### src/sv/iias_ram.sv
// Generic simple dual-port RAM: one write port, one read port, registered read.
// No dependencies.
`default_nettype none

module iias_ram #(
  parameter int WIDTH  = 32,
  parameter int DEPTH  = 16,
  parameter int ADDR_W = $clog2(DEPTH)
) (
  input  logic              clk,
  input  logic              we,
  input  logic [ADDR_W-1:0] waddr,
  input  logic [WIDTH-1:0]  wdata,
  input  logic [ADDR_W-1:0] raddr,
  output logic [WIDTH-1:0]  rdata
);

  logic [WIDTH-1:0] mem [DEPTH];

  always_ff @(posedge clk) begin
    if (we) begin
      mem[waddr] <= wdata;
    end
    rdata <= mem[raddr];
  end

endmodule

`default_nettype wire

### config.mk
export PLATFORM = sky130hd
export DESIGN_NAME = iias_ram
export DESIGN_NICKNAME = d
export VERILOG_FILES = /design/src/sv/iias_ram.sv
export SDC_FILE = /design/constraint.sdc
export NUM_CORES = 1
export LEC_CHECK = 0
export BUFFER_PORTS_ARGS = -buffer_cell sky130_fd_sc_hd__buf_4
export CORE_AREA = 2 2 177 179
export DETAILED_ROUTE_END_ITERATION = 8
export DIE_AREA = 0 0 179 181
export PLACE_DENSITY_LB_ADDON = 0.12
export SLEW_MARGIN = 40
export SYNTH_ARGS = -nofsm -noshare
export SYNTH_HDL_FRONTEND = slang
export SYNTH_SLANG_ARGS = --single-unit
### constraint.sdc
create_clock -name clk -period 7.8 [get_ports clk]
set_input_delay 1.17 -clock clk [delete_from_list [all_inputs] [get_ports clk]]
set_output_delay 1.17 -clock clk [all_outputs]
set_load 0.05 [all_outputs]
# After elaboration in Yosys (flattened, before gate mapping)

Memory sizes are Yosys's and may differ from the RTL's. A register that Yosys moved wholly into a read port is not among the register bits.
Index checks and enable logic that the tools add are counted.

Muxes and demuxes: 2

Operator list:

| cell    | number |
|---|---|
| $mux W1 | 2 |

Memory bits (writable): 512
Memories: 1
Register bits: 0
Output and inout port bits: 32
Input port bits: 42

Memories:

| name | words | width | read ports | clocked after memory_dff | wr ports | line | text |
|---|---|---|---|---|---|---|---|
| mem  | 16    | 32    | 1          | 1                        | 1        | 18   | `logic [WIDTH-1:0] mem [DEPTH];` |

# Longest topological paths before layout

Gate-level depths: netlist of the first run.

Depth in word-level cells: 2
Mapped depth: 5
Gate-level depth less buffers: 3

# Least setup slack after synthesis of the first run

No wires, ideal clock.

Path type: input -> register
Start point: in waddr[2]
End point: mem mem[0][0] (enable)
Path slack: 3.450 ns
Arrival time: 3.888 ns
Buffers on the path: 0
Data required time: 7.339 ns
Stages: 2
Path through: or3b_2 -> nor3_1

RTL lines:

| item            | line | text |
|---|---|---|
| start, declared | 12   | `input logic [ADDR_W-1:0] waddr,` |
| end, declared   | 18   |  |

No word-level cell before the write port.

==> results of run 1 <==
-- how the worst max path moves through the flow --
stage	end	slack, ns	start	cells past startpoint
final	rdata[21]	4.94	raddr[1]	5
after global routing	rdata[14]	4.79	raddr[0]	5
after CTS	rdata[14]	4.73	raddr[0]	5
after detailed placement	rdata[14]	4.15	raddr[0]	5
after global placement	rdata[21]	4.21	raddr[1]	5
after floorplan	mem[0][0]	3.45	waddr[2]	2
-- sequential cells by signal (all words and copies together), names as in the netlist --
signal,cells
rdata,32
mem,512
-- power by group through the flow --
stage,combinational [mW],sequential [mW],clock [mW]
floorplan,0.157,3.41,0
global placement,0.349,3.34,0
detailed placement,0.360,3.35,0
CTS,0.363,3.29,2.42
global route,0.383,3.29,2.53
finish,0.360,3.29,2.39
-- synthesized netlist by cell type --
library cell	count
sky130_fd_sc_hd__nand2b_1	2
sky130_fd_sc_hd__nor2_1	13
sky130_fd_sc_hd__nand2_1	33
sky130_fd_sc_hd__buf_6	2
sky130_fd_sc_hd__buf_1	9
sky130_fd_sc_hd__nor3_1	4
sky130_fd_sc_hd__a22oi_1	64
sky130_fd_sc_hd__clkbuf_1	17
sky130_fd_sc_hd__mux4_2	128
sky130_fd_sc_hd__edfxtp_1	512
sky130_fd_sc_hd__or3b_2	1
sky130_fd_sc_hd__and2_1	1
sky130_fd_sc_hd__buf_2	4
sky130_fd_sc_hd__nor2b_1	2
sky130_fd_sc_hd__nand3b_1	2
sky130_fd_sc_hd__buf_4	11
sky130_fd_sc_hd__nand3_1	1
sky130_fd_sc_hd__dfxtp_1	32
-- cells by family (layout without fill, tap and decap cells) --
logic type | after synthesis | after routing | synth area share
flip-flops | 544 | 544 | 0.8067
multiplexers | 128 | 128 | 0.1452
AO/OA/AOI/OAI | 64 | 64 | 0.02420
AND/OR/NAND/NOR | 59 | 59 | 0.01273
buffers and inverters | 43 | 192 | 0.01122
-- critical path: stages --
cell and delay [ns]:
sky130_fd_sc_hd__buf_4 0.63, sky130_fd_sc_hd__buf_6 0.70, sky130_fd_sc_hd__mux4_2 0.41, sky130_fd_sc_hd__a22oi_1 0.23
sky130_fd_sc_hd__nand2_1 0.10
-- layout make-up --
| class | instances | area share |
|---|---|---|
| clock buffer | 70 | 0.06362 |
| clock inverter | 25 | 0.008457 |
| multi-input combinational | 251 | 0.1656 |
| sequential | 544 | 0.7075 |
| tap | 396 | 0.02189 |
| timing repair buffer | 97 | 0.03294 |
-- per-stage QoR --
stage                     hold slack (ns)  area [sq um]
after floorplan                    0.6349         19850
after global placement             0.6495         20990
after detailed placement           0.6656         21000
after CTS                          0.6798         22630
after global routing               0.7021         22640
final                              0.6758         22640
-- metal layers --
| metal | vias to the layer above | wire length [um] | track usage |
|---|---|---|---|
| met2 | 476 | 21020 | 0.4345 |
| met3 | 67 | 3772 | 0.04230 |
| met1 | 4854 | 15980 | 0.3908 |
| met5 | - | 0 | 0 |
| met4 | 0 | 800 | 0.07610 |
| li1 | 3785 | - | - |
==> impl_summary.log, run 1 <==
[metrics] result of the run: finished clean
[metrics] Hold Path Class: flop to flop
[metrics] switching share of power: 0.2069
[metrics] min setup slack post-route: 4.941 ns
[metrics] PnR Total Power: 6.038 mW
[metrics] Post-route DRC: 0
[metrics] final antenna diode count: 0
[metrics] Switch Pwr: 1.249 mW
[metrics] row count: 64
[metrics] Layout Nets: 988
[metrics] Synth area leaders: sky130_fd_sc_hd__edfxtp_1 77%, sky130_fd_sc_hd__mux4_2 15%, sky130_fd_sc_hd__dfxtp_1 3.2%, sky130_fd_sc_hd__a22oi_1 2.4%, sky130_fd_sc_hd__nand2_1 0.62%
[metrics] Syn Inst Count: 838
[metrics] die area: 32400 sq um
[metrics] commonest non-fill, non-tap cell in the layout: sky130_fd_sc_hd__edfxtp_1
[metrics] Setup Buffers After CTS: 0
[metrics] global-route wire length before repair: 61530 um
[metrics] number of distinct standard cells referenced by the synthesized netlist: 18
[metrics] layout cells sized above 1: 0.3222
[metrics] data required time of the worst path: 8.22 ns
[metrics] length of the first detailed-routing pass in iterations: 5
[metrics] share of the core filled with cells: 0.7459
[metrics] number of max-capacitance violations reported: 0
[metrics] portion of the post-synthesis area used by sequential elements: 0.8067
[metrics] initial antenna violation count: 0
[metrics] arrival time of data at the critical path endpoint: 3.28 ns
[metrics] type of the setup path with the least slack: input port to flop
[metrics] routed wire length: 41570 um
[metrics] number of instances in the placed design: 1288
[metrics] capture point of the worst reg-to-reg path: rdata[8]
[metrics] Top-Level Pins: 74
[metrics] ratio of routed vias to standard cells: 6.639
[metrics] register area: 16020 sq um
[metrics] number of buffers on the longest clock path: 3
[metrics] share of power burned in the clock network: 0.395
[metrics] actual transition at the worst max-transition pin: 0.8078 ns
[metrics] maximum number of pins on one net before global-route repair: 75
[metrics] fmax: 349.7 MHz
[metrics] R2R setup slack: 6.45 ns
[metrics] vias in the first global route: 9644
[metrics] antenna viol nets, final: 0
[metrics] static leakage: 7.319 nW
[metrics] number of warnings printed during yosys synthesis: 0
[metrics] post-detailed-placement half-perimeter wirelength: 20440 um
[metrics] clock tree from TritonCTS: built
[metrics] worst relative slew slack: 0.4615
[metrics] total negative slack: 0 ns
[metrics] commonest non-fill, non-tap cells in the layout: 512 x sky130_fd_sc_hd__edfxtp_1, 128 x sky130_fd_sc_hd__mux4_2, 93 x sky130_fd_sc_hd__buf_4
[metrics] initial cell density of the core: 0.6542
[metrics] Worst Setup Slack post-DPL: 4.154 ns
[metrics] power density relative to cell area: 266.7 nW/um^2
[metrics] total via count after detailed routing: 9182
[metrics] clock sink count: 544
[metrics] path depth of the worst reg2reg path: 3
[metrics] crit share post-route: 0.3666
[metrics] hold depth: 3
[metrics] Syn Nets: 880
[metrics] kind of start point of the critical path: input port
[metrics] number of failing setup endpoints in the final timing report: 0
[metrics] setup repair after global routing missed its margin: no
[metrics] global placement routability congestion: 0.7240
[metrics] number of buffers inserted by hold repair at cts: 0
[metrics] relative contribution of sequential cells to total power: 0.545
[metrics] vertical die dimension: 181 um
[metrics] hold path endpoint: rdata[22]
[metrics] Overall Global Routing Usage: 0.2685
[metrics] quantity of I/O buffers inserted on ports: 73
[metrics] Chip Width: 179 um
[metrics] clock transition at the registers of the reported paths: 0.06 ns
[metrics] wire per inst: 30.06 um
[metrics] worst r2r src: mem[1][8]
[metrics] final global-route overflow total: 0
[metrics] synthesis-stage register bit count: 544
[metrics] Clock Tree Root: sky130_fd_sc_hd__clkbuf_16
[metrics] library cell occupying the most area in the post-synthesis netlist: sky130_fd_sc_hd__edfxtp_1
[metrics] Hold Vio Cnt, Final: 0
[metrics] CTS buffer count: 52
[metrics] area of the placeable core: 30350 sq um
[metrics] hold path startpoint: mem[12][22]
[metrics] crit path max fanout: 74
[metrics] Post-Synthesis Cell Area: 19850 sq um
[metrics] H-Tree Level Count: 2
[metrics] Synth top area share: 0.7744
[metrics] setup skew after layout: 0.02305 ns
[metrics] drt initial violations: 1143
[metrics] later-pin clock latency in the skew report: 0.56 ns
[metrics] Layout Area Growth over Synthesis: 14.02%
[metrics] worst voltage drop across the vdd grid: 0.0002576 V
[metrics] cts repair resizes: 0
[metrics] crit end category: flop
[metrics] multi-input combinational cell area: 3749 sq um
[metrics] combinational fraction of design power: 0.060
[metrics] post-layout min period: 2.859 ns
[metrics] pins over their slew limit: 0
[metrics] Cell Count, Final, Fillers Out: 1383
[metrics] average instance area after synthesis: 23.69 sq um
[metrics] Filler Cells Inserted: 1585
[metrics] total internal power: 4.788 mW
No activity file was read; power rests on OpenSTA's default activity.
==> run 2: changes to the inputs <==
--- a/config.mk
+++ b/config.mk
@@ -5,10 +5,11 @@
 export SDC_FILE = /design/constraint.sdc
 export NUM_CORES = 1
 export LEC_CHECK = 0
+export ABC_AREA = 1
 export BUFFER_PORTS_ARGS = -buffer_cell sky130_fd_sc_hd__buf_4
-export CORE_AREA = 2 2 177 179
+export CORE_AREA = 2 2 205 207
 export DETAILED_ROUTE_END_ITERATION = 8
-export DIE_AREA = 0 0 179 181
+export DIE_AREA = 0 0 207 209
 export PLACE_DENSITY_LB_ADDON = 0.12
 export SLEW_MARGIN = 40
 export SYNTH_ARGS = -nofsm -noshare
==> constraint.sdc (replaced) <==
create_clock -name clk -period 2.4 [get_ports clk]
set_input_delay 0.36 -clock clk [delete_from_list [all_inputs] [get_ports clk]]
set_output_delay 0.36 -clock clk [all_outputs]
set_load 0.05 [all_outputs]
==> impl_summary.log, run 2 <==
[metrics] cell area after layout: 25840 sq um (was 22640 sq um)
[metrics] met3 global-route usage: 0.03787 (was 0.04230)
[metrics] Post-Synthesis Cell Area: 22730 sq um (was 19850 sq um)
[metrics] busiest metal layer after global routing: met2 (unchanged)
[metrics] worst relative slew slack: 0.6143 (was 0.4615)
[metrics] initial antenna violation count: 3 (was 0)
[metrics] clock sink count: 544 (unchanged)
[metrics] Top-Level Pins: 74 (unchanged)
[metrics] antenna viol nets, final: 0 (unchanged)
[metrics] Reg with most FFs: mem (unchanged)
[metrics] Chip Width: 207 um (was 179 um)
[metrics] post-synthesis async set-or-reset flop share: 0 (unchanged)
[metrics] layout cells sized above 1: 0.09924 (was 0.3222)
[metrics] number of warnings printed during yosys synthesis: 0 (unchanged)
[metrics] share of the core filled with cells: 0.6258 (was 0.7459)
[metrics] combinational fraction of design power: 0.075 (was 0.060)
[metrics] Synth area leaders: sky130_fd_sc_hd__edfxtp_1 68%, sky130_fd_sc_hd__nand2_1 11%, sky130_fd_sc_hd__nand3_1 8.5%, sky130_fd_sc_hd__inv_1 6.4%, sky130_fd_sc_hd__dfxtp_1 2.8% (was sky130_fd_sc_hd__edfxtp_1 77%, sky130_fd_sc_hd__mux4_2 15%, sky130_fd_sc_hd__dfxtp_1 3.2%, sky130_fd_sc_hd__a22oi_1 2.4%, sky130_fd_sc_hd__nand2_1 0.62%)
[metrics] Hold Vio Cnt, Final: 0 (unchanged)
[metrics] post-detailed-placement half-perimeter wirelength: 32380 um (was 20440 um)
[metrics] CTS buffer count: 57 (was 52)
[metrics] Post-synth EDFFs: 512 (unchanged)
[metrics] die area: 43260 sq um (was 32400 sq um)
[metrics] Clock Tree Root: sky130_fd_sc_hd__clkbuf_16 (unchanged)
[metrics] library cell contributing the largest single delay on the critical path: sky130_fd_sc_hd__dfxtp_1 (was sky130_fd_sc_hd__buf_6)
[metrics] register area: 16020 sq um (unchanged)
[metrics] met1 usage in global routing: 0.3604 (was 0.3908)
[metrics] H-Tree Level Count: 2 (unchanged)
[metrics] synthesis-stage register bit count: 544 (unchanged)
[metrics] switching share of power: 0.2290 (was 0.2069)
[metrics] pins over their slew limit: 0 (unchanged)
[metrics] drt initial violations: 1465 (was 1143)
[metrics] total negative slack: 0 ns (unchanged)
[metrics] quantity of I/O buffers inserted on ports: 73 (unchanged)
[metrics] Overall Global Routing Usage: 0.2622 (was 0.2685)
[metrics] worst path bufs/invs: 1 (was 2)
[metrics] power density relative to cell area: 808.4 nW/um^2 (was 266.7 nW/um^2)
[metrics] number of buffers inserted by hold repair at cts: 0 (unchanged)
[metrics] Cell Count, Final, Fillers Out: 2787 (was 1383)
[metrics] post-layout min period: 1.653 ns
[metrics] Setup Buffers After CTS: 0 (unchanged)
[metrics] Syn Nets: 2162 (was 880)
[metrics] relative contribution of sequential cells to total power: 0.512 (was 0.545)
[metrics] kind of cell adding the most delay to the critical path: flip-flops (was buffers and inverters)
[metrics] clock tree from TritonCTS: built (unchanged)
[metrics] instance area after placement: 24000 sq um (was 21000 sq um)
[metrics] global placement routability congestion: 0.8182 (was 0.7240)
[metrics] number of flip-flops under the largest register name: 512 (unchanged)
[metrics] number of failing setup endpoints in the final timing report: 0 (unchanged)
[metrics] final global-route overflow total: 0 (unchanged)
[metrics] met2 Track Usage GR: 0.4372 (was 0.4345)
[metrics] number of distinct standard cells referenced by the synthesized netlist: 15 (was 18)
[metrics] maximum number of pins on one net before global-route repair: 94 (was 75)
[metrics] Hold Path Class: input port to flop (was flop to flop)
[metrics] library cell occupying the most area in the post-synthesis netlist: sky130_fd_sc_hd__edfxtp_1 (unchanged)
[metrics] Layout Nets: 2240 (was 988)
[metrics] Syn Inst Count: 2120 (was 838)
[metrics] kind of start point of the critical path: flop (was input port)
[metrics] Post-route DRC: 0 (unchanged)
[metrics] static leakage: 11.05 nW (was 7.319 nW)
[metrics] wire per inst: 20.25 um (was 30.06 um)
[metrics] worst voltage drop across the vdd grid: 0.0006447 V (was 0.0002576 V)
[metrics] number of buffers on the longest clock path: 3 (unchanged)
[metrics] Synth top area share: 0.6764 (was 0.7744)
[metrics] crit end category: primary output (was flop)
[metrics] actual transition at the worst max-transition pin: 0.5786 ns (was 0.8078 ns)
[metrics] min setup slack post-route: 0.7467 ns (was 4.941 ns)
[metrics] total via count after detailed routing: 14830 (was 9182)
[metrics] fmax: 604.9 MHz
[metrics] number of instances in the placed design: 2678 (was 1288)
[metrics] later-pin clock latency in the skew report: 0.61 ns (was 0.56 ns)
[metrics] setup repair after global routing missed its margin: no (unchanged)
[metrics] most common flop cell mapped by yosys: sky130_fd_sc_hd__edfxtp_1 (unchanged)
[metrics] crit share post-route: 0.6889
[metrics] routed wire length: 56430 um (was 41570 um)
[metrics] commonest non-fill, non-tap cell in the layout: sky130_fd_sc_hd__nand2_1 (was sky130_fd_sc_hd__edfxtp_1)
[metrics] row count: 75 (was 64)
[metrics] largest registers: mem: 512 flops, rdata: 32 flops (unchanged)
[metrics] area of the placeable core: 41290 sq um (was 30350 sq um)
[metrics] average instance area after synthesis: 10.72 sq um (was 23.69 sq um)
[metrics] initial cell density of the core: 0.5505 (was 0.6542)
[metrics] cts repair resizes: 0 (unchanged)
[metrics] vertical die dimension: 209 um (was 181 um)
[metrics] commonest non-fill, non-tap cells in the layout: 677 x sky130_fd_sc_hd__nand2_1, 512 x sky130_fd_sc_hd__edfxtp_1, 386 x sky130_fd_sc_hd__inv_1 (was 512 x sky130_fd_sc_hd__edfxtp_1, 128 x sky130_fd_sc_hd__mux4_2, 93 x sky130_fd_sc_hd__buf_4)
[metrics] ratio of routed vias to standard cells: 5.321 (was 6.639)
[metrics] Filler Cells Inserted: 3328 (was 1585)
[metrics] arrival time of data at the critical path endpoint: 1.29 ns (was 3.28 ns)
[metrics] Worst Hold Slack: 0.08210 ns (was 0.6758 ns)
[metrics] number of max-capacitance violations reported: 0 (unchanged)
[metrics] result of the run: finished clean (unchanged)
[metrics] multi-input combinational cell area: 4667 sq um (was 3749 sq um)
[metrics] total internal power: 16.11 mW (was 4.788 mW)
[metrics] PnR Total Power: 20.89 mW (was 6.038 mW)
[metrics] dominant cell by count in the synthesized netlist: sky130_fd_sc_hd__nand2_1 (was sky130_fd_sc_hd__edfxtp_1)
[metrics] crit path max fanout: 1 (was 74)
[metrics] share of power burned in the clock network: 0.413 (was 0.395)
[metrics] length of the first detailed-routing pass in iterations: 5 (unchanged)
[metrics] Switch Pwr: 4.785 mW (was 1.249 mW)
[metrics] sequence of cells on the critical path: buf_4 (was buf_4 -> buf_6 -> mux4_2 -> a22oi_1 -> nand2_1)
[metrics] delay of the slowest cell on the worst path: 0.44 ns (was 0.70 ns)
[metrics] Layout Area Growth over Synthesis: 13.68% (was 14.02%)
[metrics] Worst Setup Slack post-DPL: 0.5074 ns (was 4.154 ns)
[metrics] type of the setup path with the least slack: flop to primary output (was input port to flop)
[metrics] top cell types by occurrence after synthesis: 677 x sky130_fd_sc_hd__nand2_1, 512 x sky130_fd_sc_hd__edfxtp_1, 388 x sky130_fd_sc_hd__inv_1 (was 512 x sky130_fd_sc_hd__edfxtp_1, 128 x sky130_fd_sc_hd__mux4_2, 64 x sky130_fd_sc_hd__a22oi_1)
[metrics] clock transition at the registers of the reported paths: 0.06 ns (about the same)
[metrics] global-route wire length before repair: 86300 um (was 61530 um)
[metrics] data required time of the worst path: 2.04 ns (was 8.22 ns)
[metrics] setup skew after layout: 0.01075 ns (was 0.02305 ns)
[metrics] portion of the post-synthesis area used by sequential elements: 0.7046 (was 0.8067)
[metrics] vias in the first global route: 14450 (was 9644)
run 2: cell count changes after synthesis, sizes merged, moves of 2 or more:
cell,before,now
a22oi,64,0
buf,26,91
clkbuf,17,14
inv,0,390
mux4,128,0
nand2,33,677
nand2b,2,0
nand3,1,385
nor2,13,17
nor2b,2,0
nor3,4,0
run 2: power groups by stage:
stage / sequential [mW] / combinational [mW] / clock, mW
floorplan: 11.1 / 0.724 / 0
global placement: 10.9 / 1.55 / 0
detailed placement: 10.9 / 1.57 / 0
CTS: 10.7 / 1.57 / 8.74
global route: 10.7 / 1.69 / 9.10
finish: 10.7 / 1.56 / 8.63
run 2: cell type report:
cell class              instances  area share
clock buffers                  89     0.06420
diodes                          1  0.00009684
repair buffers                124     0.04547
inverters                     390     0.05694
flip-flops and latches        544      0.6198
clock inverters                19    0.006827
multi-input cells            1081      0.1806
well taps                     539     0.02610
run 2: cells by family (layout without fill, tap and decap cells):
| kind of cell | after synthesis | after routing | synth area share |
|---|---|---|---|
| other | 0 | 1 | 0 |
| flip-flops | 544 | 544 | 0.7046 |
| AND/OR/NAND/NOR | 1081 | 1081 | 0.2000 |
| buffers and inverters | 495 | 622 | 0.09539 |
run 2: path summary, 6_finish.rpt:
| path | start | to | slack (ns) | depth (start not counted) |
|---|---|---|---|---|
| setup / recovery | rdata[14] | rdata[14] | 0.75 | 1 |
| hold / removal | wdata[3] | mem[0][3] | 0.08 | 1 |
| setup reg to reg | mem[11][7] | rdata[7] | 1.30 | 6 |
| hold reg to reg | mem[14][17] | rdata[17] | 0.67 | 6 |
run 2: metal layers:
metal | up-vias | wire, um
li1 | 6999 | -
met1 | 7222 | 23730
met2 | 499 | 27520
met3 | 106 | 3803
met4 | 4 | 1356
met5 | - | 23
==> run 3: changes to the inputs <==
--- a/config.mk
+++ b/config.mk
@@ -5,11 +5,11 @@
 export SDC_FILE = /design/constraint.sdc
 export NUM_CORES = 1
 export LEC_CHECK = 0
-export ABC_AREA = 1
+export ABC_AREA = 0
 export BUFFER_PORTS_ARGS = -buffer_cell sky130_fd_sc_hd__buf_4
-export CORE_AREA = 2 2 205 207
+export CORE_AREA = 2 2 193 195
 export DETAILED_ROUTE_END_ITERATION = 8
-export DIE_AREA = 0 0 207 209
+export DIE_AREA = 0 0 195 197
 export PLACE_DENSITY_LB_ADDON = 0.12
 export SLEW_MARGIN = 40
 export SYNTH_ARGS = -nofsm -noshare
==> constraint.sdc (replaced) <==
create_clock -name clk -period 1.4 [get_ports clk]
set_input_delay 0.21 -clock clk [delete_from_list [all_inputs] [get_ports clk]]
set_output_delay 0.21 -clock clk [all_outputs]
set_load 0.05 [all_outputs]
==> impl_summary.log, run 3 (synthesized netlist as in run 1, its figures left out) <==
[metrics] result of the run: finished clean (unchanged)
[metrics] area of the placeable core: 36260 sq um (was 41290 sq um)
[metrics] commonest non-fill, non-tap cells in the layout: 512 x sky130_fd_sc_hd__edfxtp_1, 128 x sky130_fd_sc_hd__mux4_2, 110 x sky130_fd_sc_hd__buf_4 (was 677 x sky130_fd_sc_hd__nand2_1, 512 x sky130_fd_sc_hd__edfxtp_1, 386 x sky130_fd_sc_hd__inv_1)
[metrics] Clock Tree Root: sky130_fd_sc_hd__clkbuf_16 (unchanged)
[metrics] register area: 16020 sq um (about the same)
[metrics] vias in the first global route: 9979 (was 14450)
[metrics] commonest non-fill, non-tap cell in the layout: sky130_fd_sc_hd__edfxtp_1 (was sky130_fd_sc_hd__nand2_1)
[metrics] kind of start point of the critical path: flop (unchanged)
[metrics] Post-route DRC: 0 (unchanged)
[metrics] stages on the worst setup path: 1 (unchanged)
[metrics] ratio of routed vias to standard cells: 6.016 (was 5.321)
[metrics] Layout Nets: 1068 (was 2240)
[metrics] worst relative slew slack: 0.4562 (was 0.6143)
[metrics] capture point of the worst reg-to-reg path: rdata[3] (was rdata[7])
[metrics] clock sink count: 544 (unchanged)
[metrics] crit path max fanout: 1 (unchanged)
[metrics] power density relative to cell area: 1429 nW/um^2 (was 808.4 nW/um^2)
[metrics] CTS buffer count: 53 (was 57)
[metrics] total negative slack: 0 ns (unchanged)
[metrics] kind of cell adding the most delay to the critical path: flip-flops (unchanged)
[metrics] number of failing setup endpoints in the final timing report: 0 (unchanged)
[metrics] layout cells sized above 1: 0.3502 (was 0.09924)
[metrics] path depth of the worst reg2reg path: 3 (was 6)
[metrics] clock tree from TritonCTS: built (unchanged)
[metrics] initial antenna violation count: 0 (was 3)
[metrics] vertical die dimension: 197 um (was 209 um)
[metrics] worst path bufs/invs: 1 (unchanged)
[metrics] quantity of I/O buffers inserted on ports: 73 (unchanged)
[metrics] actual transition at the worst max-transition pin: 0.8139 ns (was 0.5786 ns)
[metrics] data required time of the worst path: 1.19 ns (was 2.04 ns)
[metrics] number of max-capacitance violations reported: 0 (unchanged)
[metrics] total via count after detailed routing: 9241 (was 14830)
[metrics] Chip Width: 195 um (was 207 um)
[metrics] post-layout min period: 1.354 ns
[metrics] maximum number of pins on one net before global-route repair: 37 (was 94)
[metrics] length of the first detailed-routing pass in iterations: 5 (unchanged)
[metrics] post-detailed-placement half-perimeter wirelength: 22790 um (was 32380 um)
[metrics] worst voltage drop across the vdd grid: 0.001235 V (was 0.0006447 V)
[metrics] static leakage: 7.832 nW (was 11.05 nW)
[metrics] Hold Vio Cnt, Final: 0 (unchanged)
[metrics] global placement routability congestion: 0.7093 (was 0.8182)
[metrics] crit end category: primary output (unchanged)
[metrics] hold path startpoint: raddr[2] (was wdata[3])
[metrics] PnR Total Power: 34.09 mW (was 20.89 mW)
[metrics] setup repair after global routing missed its margin: no (unchanged)
[metrics] Layout Area Growth over Synthesis: 20.20% (was 13.68%)
[metrics] Top-Level Pins: 74 (unchanged)
[metrics] multi-input combinational cell area: 3809 sq um (was 4667 sq um)
[metrics] global-route wire length before repair: 62670 um (was 86300 um)
[metrics] die area: 38420 sq um (was 43260 sq um)
[metrics] pins over their slew limit: 0 (unchanged)
[metrics] hold path endpoint: rdata[29] (was mem[0][3])
[metrics] R2R setup slack: 0.05 ns (was 1.30 ns)
[metrics] sequence of cells on the critical path: buf_4 (unchanged)
[metrics] drt initial violations: 699 (was 1465)
[metrics] largest registers: mem: 512 flops, rdata: 32 flops (unchanged)
[metrics] number of flip-flops under the largest register name: 512 (unchanged)
[metrics] Reg with most FFs: mem (unchanged)
[metrics] initial cell density of the core: 0.5476 (was 0.5505)
[metrics] Hold Path Class: input port to flop (unchanged)
[metrics] fmax: 738.4 MHz
[metrics] library cell contributing the largest single delay on the critical path: sky130_fd_sc_hd__dfxtp_1 (unchanged)
[metrics] antenna viol nets, final: 0 (unchanged)
[metrics] wire per inst: 27.06 um (was 20.25 um)
[metrics] setup skew after layout: 0.01655 ns (was 0.01075 ns)
[metrics] row count: 70 (was 75)
[metrics] Overall Global Routing Usage: 0.2249 (was 0.2622)
[metrics] number of buffers on the longest clock path: 3 (unchanged)
[metrics] delay of the slowest cell on the worst path: 0.35 ns (was 0.44 ns)
[metrics] Filler Cells Inserted: 2364 (was 3328)
[metrics] final global-route overflow total: 0 (unchanged)
[metrics] later-pin clock latency in the skew report: 0.59 ns (was 0.61 ns)
[metrics] arrival time of data at the critical path endpoint: 1.14 ns (was 1.29 ns)
[metrics] crit share post-route: 0.9674
[metrics] routed wire length: 41560 um (was 56430 um)
[metrics] H-Tree Level Count: 2 (unchanged)
[metrics] clock transition at the registers of the reported paths: 0.06 ns (about the same)
[metrics] worst r2r src: mem[11][3] (was mem[11][7])
[metrics] type of the setup path with the least slack: flop to primary output (unchanged)
[metrics] hold depth: 4 (was 1)
[metrics] final antenna diode count: 0 (was 1)
## run 3: stage by stage
| step | area [sq um] | worst slack (ns) | utilization | hold WS, ns | std cells |
|---|---|---|---|---|---|
| 6_report | 23860 | 0.04564 | 0.6581 | 0.2021 | 1536 |
| 5_1_grt | 23860 | 0.003107 | 0.6581 | 0.2002 | 1536 |
| 4_1_cts | 23860 | 0.01008 | 0.6579 | 0.1841 | 1536 |
| 3_5_place_dp | 21880 | -0.3269 | 0.6034 | 0.5060 | 1407 |
| 3_3_place_gp | 21880 | -0.3170 | 0.6034 | 0.4865 | 1407 |
| 2_1_floorplan | 20070 | -0.5192 | - | 0.3089 | 838 |
## run 3: worst max-delay path by stage
stage	slack (ns)	to	start
after detailed placement	-0.33	rdata[3]	raddr[0]
after floorplan	-0.52	mem[0][0]	waddr[2]
after CTS	0.01	rdata[31]	rdata[31]
after global routing	0.003	rdata[23]	rdata[23]
final	0.05	rdata[20]	rdata[20]
after global placement	-0.32	rdata[3]	raddr[0]
## run 3: area by class of cell
type | instances | area share
sequential | 544 | 0.6712
multi-input combinational | 251 | 0.1596
timing repair buffer | 176 | 0.07555
clock buffer | 77 | 0.06145
tap | 468 | 0.02454
clock inverter | 20 | 0.007707
## run 3: routing by layer
metal / GRT usage / part of all wire / vias to the layer above
li1: - / - / 3943
met3: 0.03884 / 0.060 / 69
met2: 0.3837 / 0.51 / 315
met4: 0.05117 / 0.019 / 0
met1: 0.3093 / 0.41 / 4914
met5: 0 / 0 / -
## run 3: timing repair
action | in CTS | in global routing
endpoints found under the setup margin | 1 | 2
resized for setup | 2 | 2
pin swaps | 0 | 0
endpoints found under the hold margin | 512 | 0
hold buffers | 32 | 0
setup buffers | 0 | 0
## run 3: where the power goes
group,internal (mW),switching (mW)
Sequential,18.2,0.118
Clock,7.81,5.69
Combinational,0.944,1.33
Total,27.0,7.13
